[config.mk]
export PLATFORM = sky130hd
export DESIGN_NAME = ascii_sensor_record_parser_flat
export DESIGN_NICKNAME = d
export VERILOG_FILES = /design/src/sv/asrp_pkg.sv /design/src/sv/asrp_if.sv /design/src/sv/ascii_sensor_record_parser.sv /design/src/sv/asrp_code_field.sv /design/src/sv/asrp_value_field.sv /design/src/flat_wrapper.sv
export SDC_FILE = /design/constraint.sdc
export NUM_CORES = 1
export LEC_CHECK = 0
export BUFFER_PORTS_ARGS = -buffer_cell sky130_fd_sc_hd__clkbuf_2
export CORE_AREA = 2 2 148 150
export CTS_BUF_LIST = sky130_fd_sc_hd__clkbuf_8
export DETAILED_ROUTE_END_ITERATION = 12
export DIE_AREA = 0 0 150 152
export HOLD_SLACK_MARGIN = 0.1
export PLACE_DENSITY = 0.55
export SLEW_MARGIN = 20
export SYNTH_ARGS = -nofsm -noshare
export SYNTH_HDL_FRONTEND = slang
export SYNTH_HIERARCHICAL = 1
export SYNTH_SLANG_ARGS = --single-unit
[constraint.sdc]
create_clock -name clk_i -period 5.9 [get_ports clk_i]
set_input_delay 0.885 -clock clk_i [delete_from_list [all_inputs] [get_ports clk_i]]
set_output_delay 0.885 -clock clk_i [all_outputs]
set_load 0.05 [all_outputs]
[src/sv/asrp_pkg.sv]
// Shared types, character codes and helper functions for the ASCII sensor
// record parser. No dependencies.
`default_nettype none

package asrp_pkg;

  localparam int unsigned POS_W    = 4;
  localparam int unsigned CODE_W   = 7;
  localparam int unsigned MANT_W   = 24;
  localparam int unsigned VALUE_W  = 25;
  localparam int unsigned FRAC_W   = 3;

  // Frame layout: byte 0 ignored, code in bytes 1-2, value field from byte 3
  localparam logic [POS_W-1:0] CODE_FIRST  = 4'd1;
  localparam logic [POS_W-1:0] CODE_LAST   = 4'd2;
  localparam logic [POS_W-1:0] VALUE_FIRST = 4'd3;

  localparam logic [CODE_W-1:0] MAX_CODE_RST = 7'd22;
  localparam logic [CODE_W-1:0] CODE_SAT     = 7'd127;
  localparam logic [MANT_W-1:0] MANT_SAT     = 24'hFF_FFFF;
  localparam logic [FRAC_W-1:0] FRAC_MAX     = 3'd7;

  localparam logic [7:0] CHR_TAB   = 8'h09;
  localparam logic [7:0] CHR_CR    = 8'h0D;
  localparam logic [7:0] CHR_SPACE = 8'h20;
  localparam logic [7:0] CHR_PLUS  = 8'h2B;
  localparam logic [7:0] CHR_MINUS = 8'h2D;
  localparam logic [7:0] CHR_POINT = 8'h2E;
  localparam logic [7:0] CHR_ZERO  = 8'h30;
  localparam logic [7:0] CHR_NINE  = 8'h39;

  typedef enum logic [1:0] {
    ST_OK        = 2'd0,
    ST_BAD_CODE  = 2'd1,
    ST_NO_NUMBER = 2'd2
  } status_e;

  // Next-state view of the code field parser
  typedef struct packed {
    logic [CODE_W-1:0] acc;
    logic              neg;
  } code_t;

  // Next-state view of the value field parser
  typedef struct packed {
    logic [MANT_W-1:0] mant;
    logic [FRAC_W-1:0] frac;
    logic              neg;
    logic              digit;
  } value_t;

  function automatic logic is_white(input logic [7:0] b);
    return (b == CHR_SPACE) || (b >= CHR_TAB && b <= CHR_CR);
  endfunction

  function automatic logic is_digit(input logic [7:0] b);
    return (b >= CHR_ZERO) && (b <= CHR_NINE);
  endfunction

endpackage

`default_nettype wire

[src/sv/asrp_if.sv]
// Valid/ready channel interfaces: received bytes in, parsed records out.
// Depends on asrp_pkg.
`default_nettype none

interface asrp_byte_if;
  logic       valid;
  logic       ready;
  logic [7:0] rx_byte;

  modport source (output valid, output rx_byte, input ready);
  modport sink   (input valid, input rx_byte, output ready);
endinterface

interface asrp_rec_if;
  import asrp_pkg::*;
  logic                       valid;
  logic                       ready;
  logic [CODE_W-1:0]          channel_code;
  logic signed [VALUE_W-1:0]  value_mantissa;
  logic [FRAC_W-1:0]          fraction_digits;
  status_e                    status;

  modport source (output valid, output channel_code, output value_mantissa,
                  output fraction_digits, output status, input ready);
  modport sink   (input valid, input channel_code, input value_mantissa,
                  input fraction_digits, input status, output ready);
endinterface

`default_nettype wire

[src/sv/ascii_sensor_record_parser.sv]
// rec_o.valid is set when a frame's last byte moves from the input register on.
// Throughput: one byte per cycle; the input register holds a frame's last byte
// only while an earlier record is still waiting at the output register.
// One record per FRAME_BYTES bytes. Reset (async, active low) clears the frame
// position, both field parsers and the output valid; max_code returns to 22.
// Depends on asrp_pkg, asrp_if, asrp_code_field, asrp_value_field.
`default_nettype none

module ascii_sensor_record_parser #(
  parameter int unsigned FRAME_BYTES = 14,
  parameter int unsigned VALUE_CHARS = 7
) (
  input  logic                    clk_i,
  input  logic                    rst_ni,
  input  logic                    max_code_we_i,
  input  logic [asrp_pkg::CODE_W-1:0] max_code_i,
  asrp_byte_if.sink               rx_i,
  asrp_rec_if.source              rec_o
);
  import asrp_pkg::*;

  localparam logic [POS_W-1:0] LAST_POS  = POS_W'(FRAME_BYTES - 1);
  localparam logic [POS_W-1:0] VALUE_END = POS_W'(VALUE_FIRST + VALUE_CHARS);

  logic [CODE_W-1:0]         max_code_q;
  logic                      in_valid_q;
  logic [7:0]                in_byte_q;
  logic [POS_W-1:0]          pos_q;
  logic                      last, advance, in_ready;
  logic                      code_en, value_en, frame_clr;
  code_t                     code_d;
  value_t                    value_d;
  logic                      bad_code;
  logic signed [VALUE_W-1:0] mant_signed;

  logic                      out_valid_q;
  logic [CODE_W-1:0]         code_q;
  logic signed [VALUE_W-1:0] mant_q;
  logic [FRAC_W-1:0]         frac_q;
  status_e                   status_q, status_d;

  assign last     = (pos_q == LAST_POS);
  // only the frame's last byte needs a free output register
  assign advance  = in_valid_q && !(last && out_valid_q && !rec_o.ready);
  assign in_ready = !in_valid_q || advance;
  assign rx_i.ready = in_ready;

  assign code_en   = advance && pos_q >= CODE_FIRST && pos_q <= CODE_LAST;
  assign value_en  = advance && pos_q >= VALUE_FIRST && pos_q < VALUE_END;
  assign frame_clr = advance && last;

  asrp_code_field u_code (
    .clk_i    (clk_i),
    .rst_ni   (rst_ni),
    .en_i     (code_en),
    .clr_i    (frame_clr),
    .byte_i   (in_byte_q),
    .code_d_o (code_d)
  );

  asrp_value_field u_value (
    .clk_i     (clk_i),
    .rst_ni    (rst_ni),
    .en_i      (value_en),
    .clr_i     (frame_clr),
    .byte_i    (in_byte_q),
    .value_d_o (value_d)
  );

  // Record formed from the parser next state so a last byte inside the
  // value field is included.
  assign bad_code = (code_d.neg && code_d.acc != '0) || (code_d.acc > max_code_q);

  always_comb begin
    mant_signed = $signed({1'b0, value_d.mant});
    if (value_d.neg) begin
      mant_signed = -$signed({1'b0, value_d.mant});
    end
    if (bad_code) begin
      status_d = ST_BAD_CODE;
    end else if (!value_d.digit) begin
      status_d = ST_NO_NUMBER;
    end else begin
      status_d = ST_OK;
    end
  end

  always_ff @(posedge clk_i or negedge rst_ni) begin
    if (!rst_ni) begin
      max_code_q <= MAX_CODE_RST;
    end else if (max_code_we_i) begin
      max_code_q <= max_code_i;
    end
  end

  always_ff @(posedge clk_i or negedge rst_ni) begin
    if (!rst_ni) begin
      in_valid_q <= 1'b0;
      pos_q      <= '0;
    end else begin
      if (in_ready) begin
        in_valid_q <= rx_i.valid;
      end
      if (advance) begin
        pos_q <= last ? '0 : pos_q + 4'd1;
      end
    end
  end

  always_ff @(posedge clk_i) begin
    if (in_ready && rx_i.valid) begin
      in_byte_q <= rx_i.rx_byte;
    end
  end

  always_ff @(posedge clk_i or negedge rst_ni) begin
    if (!rst_ni) begin
      out_valid_q <= 1'b0;
    end else if (frame_clr) begin
      out_valid_q <= 1'b1;
    end else if (rec_o.ready) begin
      out_valid_q <= 1'b0;
    end
  end

  always_ff @(posedge clk_i) begin
    if (frame_clr) begin
      code_q   <= code_d.acc;
      status_q <= status_d;
      if (status_d == ST_OK) begin
        mant_q <= mant_signed;
        frac_q <= value_d.frac;
      end else begin
        mant_q <= '0;
        frac_q <= '0;
      end
    end
  end

  assign rec_o.valid           = out_valid_q;
  assign rec_o.channel_code    = code_q;
  assign rec_o.value_mantissa  = mant_q;
  assign rec_o.fraction_digits = frac_q;
  assign rec_o.status          = status_q;

endmodule

`default_nettype wire

[src/sv/asrp_code_field.sv]
// Channel code field parser (atoi rules, saturating 7-bit accumulator).
// Depends on asrp_pkg.
`default_nettype none

module asrp_code_field (
  input  logic                 clk_i,
  input  logic                 rst_ni,
  input  logic                 en_i,
  input  logic                 clr_i,
  input  logic [7:0]           byte_i,
  output asrp_pkg::code_t      code_d_o
);
  import asrp_pkg::*;

  logic [CODE_W-1:0] acc_q, acc_d;
  logic              started_q, started_d;
  logic              neg_q, neg_d;
  logic              stop_q, stop_d;
  logic [10:0]       prod;

  // acc * 10 + digit
  assign prod = 11'({acc_q, 3'b000}) + 11'({acc_q, 1'b0}) + 11'(byte_i[3:0]);

  always_comb begin
    acc_d     = acc_q;
    started_d = started_q;
    neg_d     = neg_q;
    stop_d    = stop_q;
    if (en_i && !stop_q && !(!started_q && is_white(byte_i))) begin
      started_d = 1'b1;
      if (!started_q && byte_i == CHR_PLUS) begin
        neg_d = neg_q;
      end else if (!started_q && byte_i == CHR_MINUS) begin
        neg_d = 1'b1;
      end else if (is_digit(byte_i)) begin
        acc_d = (prod > 11'(CODE_SAT)) ? CODE_SAT : prod[CODE_W-1:0];
      end else begin
        stop_d = 1'b1;
      end
    end
  end

  always_ff @(posedge clk_i or negedge rst_ni) begin
    if (!rst_ni) begin
      acc_q     <= '0;
      started_q <= 1'b0;
      neg_q     <= 1'b0;
      stop_q    <= 1'b0;
    end else if (clr_i) begin
      acc_q     <= '0;
      started_q <= 1'b0;
      neg_q     <= 1'b0;
      stop_q    <= 1'b0;
    end else begin
      acc_q     <= acc_d;
      started_q <= started_d;
      neg_q     <= neg_d;
      stop_q    <= stop_d;
    end
  end

  assign code_d_o.acc = acc_d;
  assign code_d_o.neg = neg_d;

endmodule

`default_nettype wire

[src/sv/asrp_value_field.sv]
// Value field parser: sign, digits and one decimal point, kept as mantissa
// plus fraction digit count. Depends on asrp_pkg.
`default_nettype none

module asrp_value_field (
  input  logic                 clk_i,
  input  logic                 rst_ni,
  input  logic                 en_i,
  input  logic                 clr_i,
  input  logic [7:0]           byte_i,
  output asrp_pkg::value_t     value_d_o
);
  import asrp_pkg::*;

  logic [MANT_W-1:0] mant_q, mant_d;
  logic [FRAC_W-1:0] frac_q, frac_d;
  logic              started_q, started_d;
  logic              neg_q, neg_d;
  logic              point_q, point_d;
  logic              digit_q, digit_d;
  logic              stop_q, stop_d;
  logic [MANT_W+3:0] prod;

  assign prod = (MANT_W+4)'({mant_q, 3'b000}) + (MANT_W+4)'({mant_q, 1'b0})
              + (MANT_W+4)'(byte_i[3:0]);

  always_comb begin
    mant_d    = mant_q;
    frac_d    = frac_q;
    started_d = started_q;
    neg_d     = neg_q;
    point_d   = point_q;
    digit_d   = digit_q;
    stop_d    = stop_q;
    if (en_i && !stop_q && !(!started_q && is_white(byte_i))) begin
      started_d = 1'b1;
      if (!started_q && byte_i == CHR_PLUS) begin
        neg_d = neg_q;
      end else if (!started_q && byte_i == CHR_MINUS) begin
        neg_d = 1'b1;
      end else if (byte_i == CHR_POINT && !point_q) begin
        point_d = 1'b1;
      end else if (is_digit(byte_i)) begin
        mant_d  = (prod > (MANT_W+4)'(MANT_SAT)) ? MANT_SAT : prod[MANT_W-1:0];
        digit_d = 1'b1;
        if (point_q && frac_q < FRAC_MAX) begin
          frac_d = frac_q + 3'd1;
        end
      end else begin
        stop_d = 1'b1;
      end
    end
  end

  always_ff @(posedge clk_i or negedge rst_ni) begin
    if (!rst_ni) begin
      mant_q    <= '0;
      frac_q    <= '0;
      started_q <= 1'b0;
      neg_q     <= 1'b0;
      point_q   <= 1'b0;
      digit_q   <= 1'b0;
      stop_q    <= 1'b0;
    end else if (clr_i) begin
      mant_q    <= '0;
      frac_q    <= '0;
      started_q <= 1'b0;
      neg_q     <= 1'b0;
      point_q   <= 1'b0;
      digit_q   <= 1'b0;
      stop_q    <= 1'b0;
    end else begin
      mant_q    <= mant_d;
      frac_q    <= frac_d;
      started_q <= started_d;
      neg_q     <= neg_d;
      point_q   <= point_d;
      digit_q   <= digit_d;
      stop_q    <= stop_d;
    end
  end

  assign value_d_o.mant  = mant_d;
  assign value_d_o.frac  = frac_d;
  assign value_d_o.neg   = neg_d;
  assign value_d_o.digit = digit_d;

endmodule

`default_nettype wire

[src/flat_wrapper.sv]
// flat-port wrapper written by rule: the top's interface ports become plain ports
module ascii_sensor_record_parser_flat import asrp_pkg::*;
#(
  parameter int unsigned FRAME_BYTES = 14,
  parameter int unsigned VALUE_CHARS = 7
)
  (clk_i, rst_ni, max_code_we_i, max_code_i, rx_i_valid, rx_i_rx_byte, rx_i_ready, rec_o_valid, rec_o_channel_code, rec_o_value_mantissa, rec_o_fraction_digits, rec_o_status, rec_o_ready);
  asrp_byte_if rx_i_i ();
  asrp_rec_if rec_o_i ();
  input  logic clk_i;
  input  logic rst_ni;
  input  logic max_code_we_i;
  input  logic [asrp_pkg::CODE_W-1:0] max_code_i;
  input wire logic [$bits(rx_i_i.valid)-1:0] rx_i_valid;
  input wire logic [$bits(rx_i_i.rx_byte)-1:0] rx_i_rx_byte;
  output wire logic [$bits(rx_i_i.ready)-1:0] rx_i_ready;
  output wire logic [$bits(rec_o_i.valid)-1:0] rec_o_valid;
  output wire logic [$bits(rec_o_i.channel_code)-1:0] rec_o_channel_code;
  output wire logic [$bits(rec_o_i.value_mantissa)-1:0] rec_o_value_mantissa;
  output wire logic [$bits(rec_o_i.fraction_digits)-1:0] rec_o_fraction_digits;
  output wire logic [$bits(rec_o_i.status)-1:0] rec_o_status;
  input wire logic [$bits(rec_o_i.ready)-1:0] rec_o_ready;
  assign rx_i_i.valid = rx_i_valid;
  assign rx_i_i.rx_byte = rx_i_rx_byte;
  assign rx_i_ready = rx_i_i.ready;
  assign rec_o_valid = rec_o_i.valid;
  assign rec_o_channel_code = rec_o_i.channel_code;
  assign rec_o_value_mantissa = rec_o_i.value_mantissa;
  assign rec_o_fraction_digits = rec_o_i.fraction_digits;
  assign rec_o_status = rec_o_i.status;
  assign rec_o_i.ready = rec_o_ready;
  ascii_sensor_record_parser #(.FRAME_BYTES(FRAME_BYTES), .VALUE_CHARS(VALUE_CHARS)) u_core (.clk_i(clk_i), .rst_ni(rst_ni), .max_code_we_i(max_code_we_i), .max_code_i(max_code_i), .rx_i(rx_i_i), .rec_o(rec_o_i));
endmodule
==> flow_metrics.py <==
metrics = {
    "setup_path": {
        "slowest_delay_ns": 0.55,
        "cp.arrival_ns": 5.38,
        "crit_family": "compound AO/OA/AOI/OAI gates",
        "cpMostUsedCell": "fa_1",
        "worstSetupPathType": "reg -> reg",
        "r2r_slack_ns": 0.65,
        "cp_cell_sequence": "fa_1, fa_1, a21o_1, a221oi_2, o21ai_2, a211oi_4, o21ai_1, mux2i_4, a41oi_1, nor4_2, nand3_1, o41ai_1, xor2_1, nor2_1",
        "worstPathRequired_ns": 6.03,
        "crit_fanout": 18,
        "crit_path_start_kind": "flip-flop",
        "crit_slowest_cell": "fa_1",
        "end_kind": "flip-flop",
        "crit_buf_inv": 0,
    },
    "cts": {
        "clk_pin_slew_worst_paths_ns": 0.09,
        "cts_buffers": 9,
        "cts_sinks": 100,
        "cts_resized": 0,
        "ctsHoldBuffers": 0,
        "cts_tree": "built",
        "cts_buffer_depth": 2,
        "cts_root_buf": "clkbuf_8",
        "cts_max_level": 3,
        "cts_setup_buffers": 0,
        "clk_latency_ns": 0.38,
    },
    "sta": {
        "setup_ws_ns": 0.653,
        "fin_crit_ns": 5.25,
        "clock.fmax_ghz": 0.191,
        "rsz0062_at_grt": "false",
        "finClkSkew_ns": 0.0166,
        "period_share_pct": 88.9,
        "finalHoldViolCount": 0,
        "max-slew-margin-rel_pct": 38.0,
        "slew_viol_final": 0,
        "worst_pin_slew_ns": 0.929,
        "tns_ns": 0,
        "setup_viol": 0,
        "hold_ws_ns": 0.517,
    },
    "cells_and_area": {
        "layout_commonest_cell": "nor2_1",
        "fillers": 2170,
        "drive_gt1_share_pct": 17.4,
        "fin_cells": 1077,
        "multi_input_area_sq_um": 4190,
        "diodes": 0,
        "register_area_sq_um": 2730,
        "nets": 885,
        "post-route-util_pct": 37.4,
        "layout_common_cells": "88 x nor2_1, 69 x ha_1, 58 x clkbuf_2, 52 x dfrtp_1, 49 x a41oi_1",
        "fin_area_sq_um": 7980,
        "syn_to_final_growth_pct": 9.61,
    },
    "status": {
        "status": "finished, final reports clean",
    },
    "placed_design": {
        "hpwl_um": 12600,
        "place_area_sq_um": 7800,
        "routabilityCongestion": 0.835,
        "dpl.cell_count": 1061,
        "pre_cts_ws_ns": 0.657,
        "io_buffers": 58,
    },
    "global_route": {
        "antenna_found_initial": 0,
        "grt_overflow": 0,
        "grt_pass1_wl_um": 29100,
        "grtUsageTotal_pct": 15.6,
        "grt_max_degree": 80,
        "grt_pass1_vias": 5612,
    },
    "routing": {
        "drc": 0,
        "final_antenna_net_count": 0,
        "drt_first_pass_iters": 7,
        "dr_total_vias": 5824,
        "routed_wl_um": 16900,
        "drt-wirelength-per-cell_um": 15.7,
        "drt_iter0_markers": 399,
        "vias_per_cell": 5.41,
    },
    "die": {
        "die_h_um": 152,
        "die_x_um": 150,
        "num_rows": 54,
        "initial_utilization_pct": 34.1,
        "ioPinCount": 59,
        "core-area_sq_um": 21400,
        "die-area_sq_um": 22800,
    },
    "synthesis": {
        "avgSynthCellArea_sq_um": 9.69,
        "synth_cell_types": 69,
        "yosysWarningCount": 6,
        "synthCells": 751,
        "seq_area_frac_synth_pct": 37.5,
        "synthArstFlopShare_pct": 55.0,
        "synth_edf_count": 45,
        "synth_flop_cell": "dfrtp_1",
        "syn-cell-area_sq_um": 7280,
        "syn-num-nets": 844,
        "synth_seq_cells": 100,
    },
    "power": {
        "pwr-share-clk_pct": 12.0,
        "power_density_nw_per_um2": 428,
        "power_leakage_nw": 3.43,
        "total_power_mw": 3.41,
        "seqPwrFrac_pct": 29.8,
        "p_sw_share_pct": 48.6,
        "p_comb_share_pct": 58.2,
        "p_sw_mw": 1.66,
        "ir_worst_vdd_v": 0.000128,
        "intPower_mw": 1.75,
    },
    "hold_path": {
        "hp-class": "reg -> reg",
    },
    "run": {
        "max_cap_viol_count": 0,
    },
}
-- path summary, 6_finish.rpt --
check                                             startpoint                                       endpoint  depth (start not counted)
setup / recovery               u_core/in_byte_q[3]$_DFFE_PP_  u_core/rec_o.value_mantissa[17]$_SDFFCE_PP0P_                         14
hold / removal             u_core/u_value/stop_q$_DFFE_PN0P_              u_core/u_value/stop_q$_DFFE_PN0P_                          2
setup reg to reg               u_core/in_byte_q[3]$_DFFE_PP_  u_core/rec_o.value_mantissa[17]$_SDFFCE_PP0P_                         14
hold reg to reg            u_core/u_value/stop_q$_DFFE_PN0P_              u_core/u_value/stop_q$_DFFE_PN0P_                          2
max in group asynchronous                             rst_ni            u_core/u_value/mant_q[14]$_DFF_PN0_                          2
min in group asynchronous                             rst_ni               u_core/u_code/acc_q[5]$_DFF_PN0_                          2
-- worst reg2reg max path, delay by kind of cell (launching register included) --
kind	cells	cell delay, ns
AND/OR/NAND/NOR	3	0.81
multiplexers	1	0.49
AO/OA/AOI/OAI	7	2.01
adder cells (fa/ha/maj)	2	1.03
flip-flops	1	0.43
XOR/XNOR	1	0.21
-- registers in the layout (all words and copies together), names as in the netlist, 2 cells and up --
name                          cells
u_core/in_byte_q                  8
u_core/max_code_q                 7
u_core/pos_q                      4
u_core/rec_o.channel_code         7
u_core/rec_o.fraction_digits      3
u_core/rec_o.status               2
u_core/rec_o.value_mantissa      25
u_core/u_code/acc_q               7
u_core/u_value/frac_q             3
u_core/u_value/mant_q            24
-- cell usage after synthesis (all sizes together) (4+ instances only) --
cell	count	area (sq um)
nand4	8	50.1
o21ai	31	163
o211ai	7	57.6
nor4	7	56.3
nor2b	14	87.6
nor3b	5	37.5
a311oi	7	80.1
inv	33	124
or4	4	33.8
a41oi	49	429
a211oi	6	57.6
clkbuf	21	78.8
dfrtp	52	1300
xnor2	17	149
and2	4	25.0
a21o	21	158
nor3	7	40.0
nand2	44	165
nor2	89	334
edfxtp	45	1350
xor2	31	272
or2	27	169
a21oi	43	215
a31oi	13	81.3
ha	69	863
fa	4	80.1
o41ai	7	80.1
nand3	11	72.6
o31ai	12	90.1
buf	22	179
-- layer usage --
metal / part of all wire [%] / global-route usage [%] / wire [um] / vias to the layer above
met5: 0 / 0 / 0 / -
met4: 1.1 / 4.22 / 186 / 0
met3: 4.4 / 2.07 / 752 / 13
met2: 44 / 23.7 / 7460 / 144
met1: 50 / 23.2 / 8510 / 2783
li1: - / - / - / 2884
-- cell type report --
| class | count | area share (%) |
|---|---|---|
| clock buffer | 10 | 1.73 |
| tap | 280 | 4.39 |
| timing repair buffer | 73 | 5.05 |
| clock inverter | 6 | 0.486 |
| sequential | 100 | 34.2 |
| inverter | 33 | 1.55 |
| multi-input combinational | 575 | 52.6 |
-- logic make-up after synthesis --
family | after synthesis | synth area share (%)
buffers and inverters | 76 | 5.24
muxes | 3 | 0.430
adders and majority gates | 73 | 13.0
xor gates and xnor gates | 48 | 5.78
and+or+nand+nor | 239 | 16.8
DFF | 100 | 37.5
AOI/OAI and AO/OA | 212 | 21.3
-- power by group through the flow --
stage                     Clock, mW  Sequential, mW  Combinational [mW]
after global placement            0            1.03                1.97
after detailed placement          0            1.03                1.98
final                         0.409            1.02                1.99
after floorplan                   0            1.01                1.53
after CTS                     0.427            1.02                1.98
after global routing          0.448            1.04                2.25
Power figures use the tool's default switching activity.
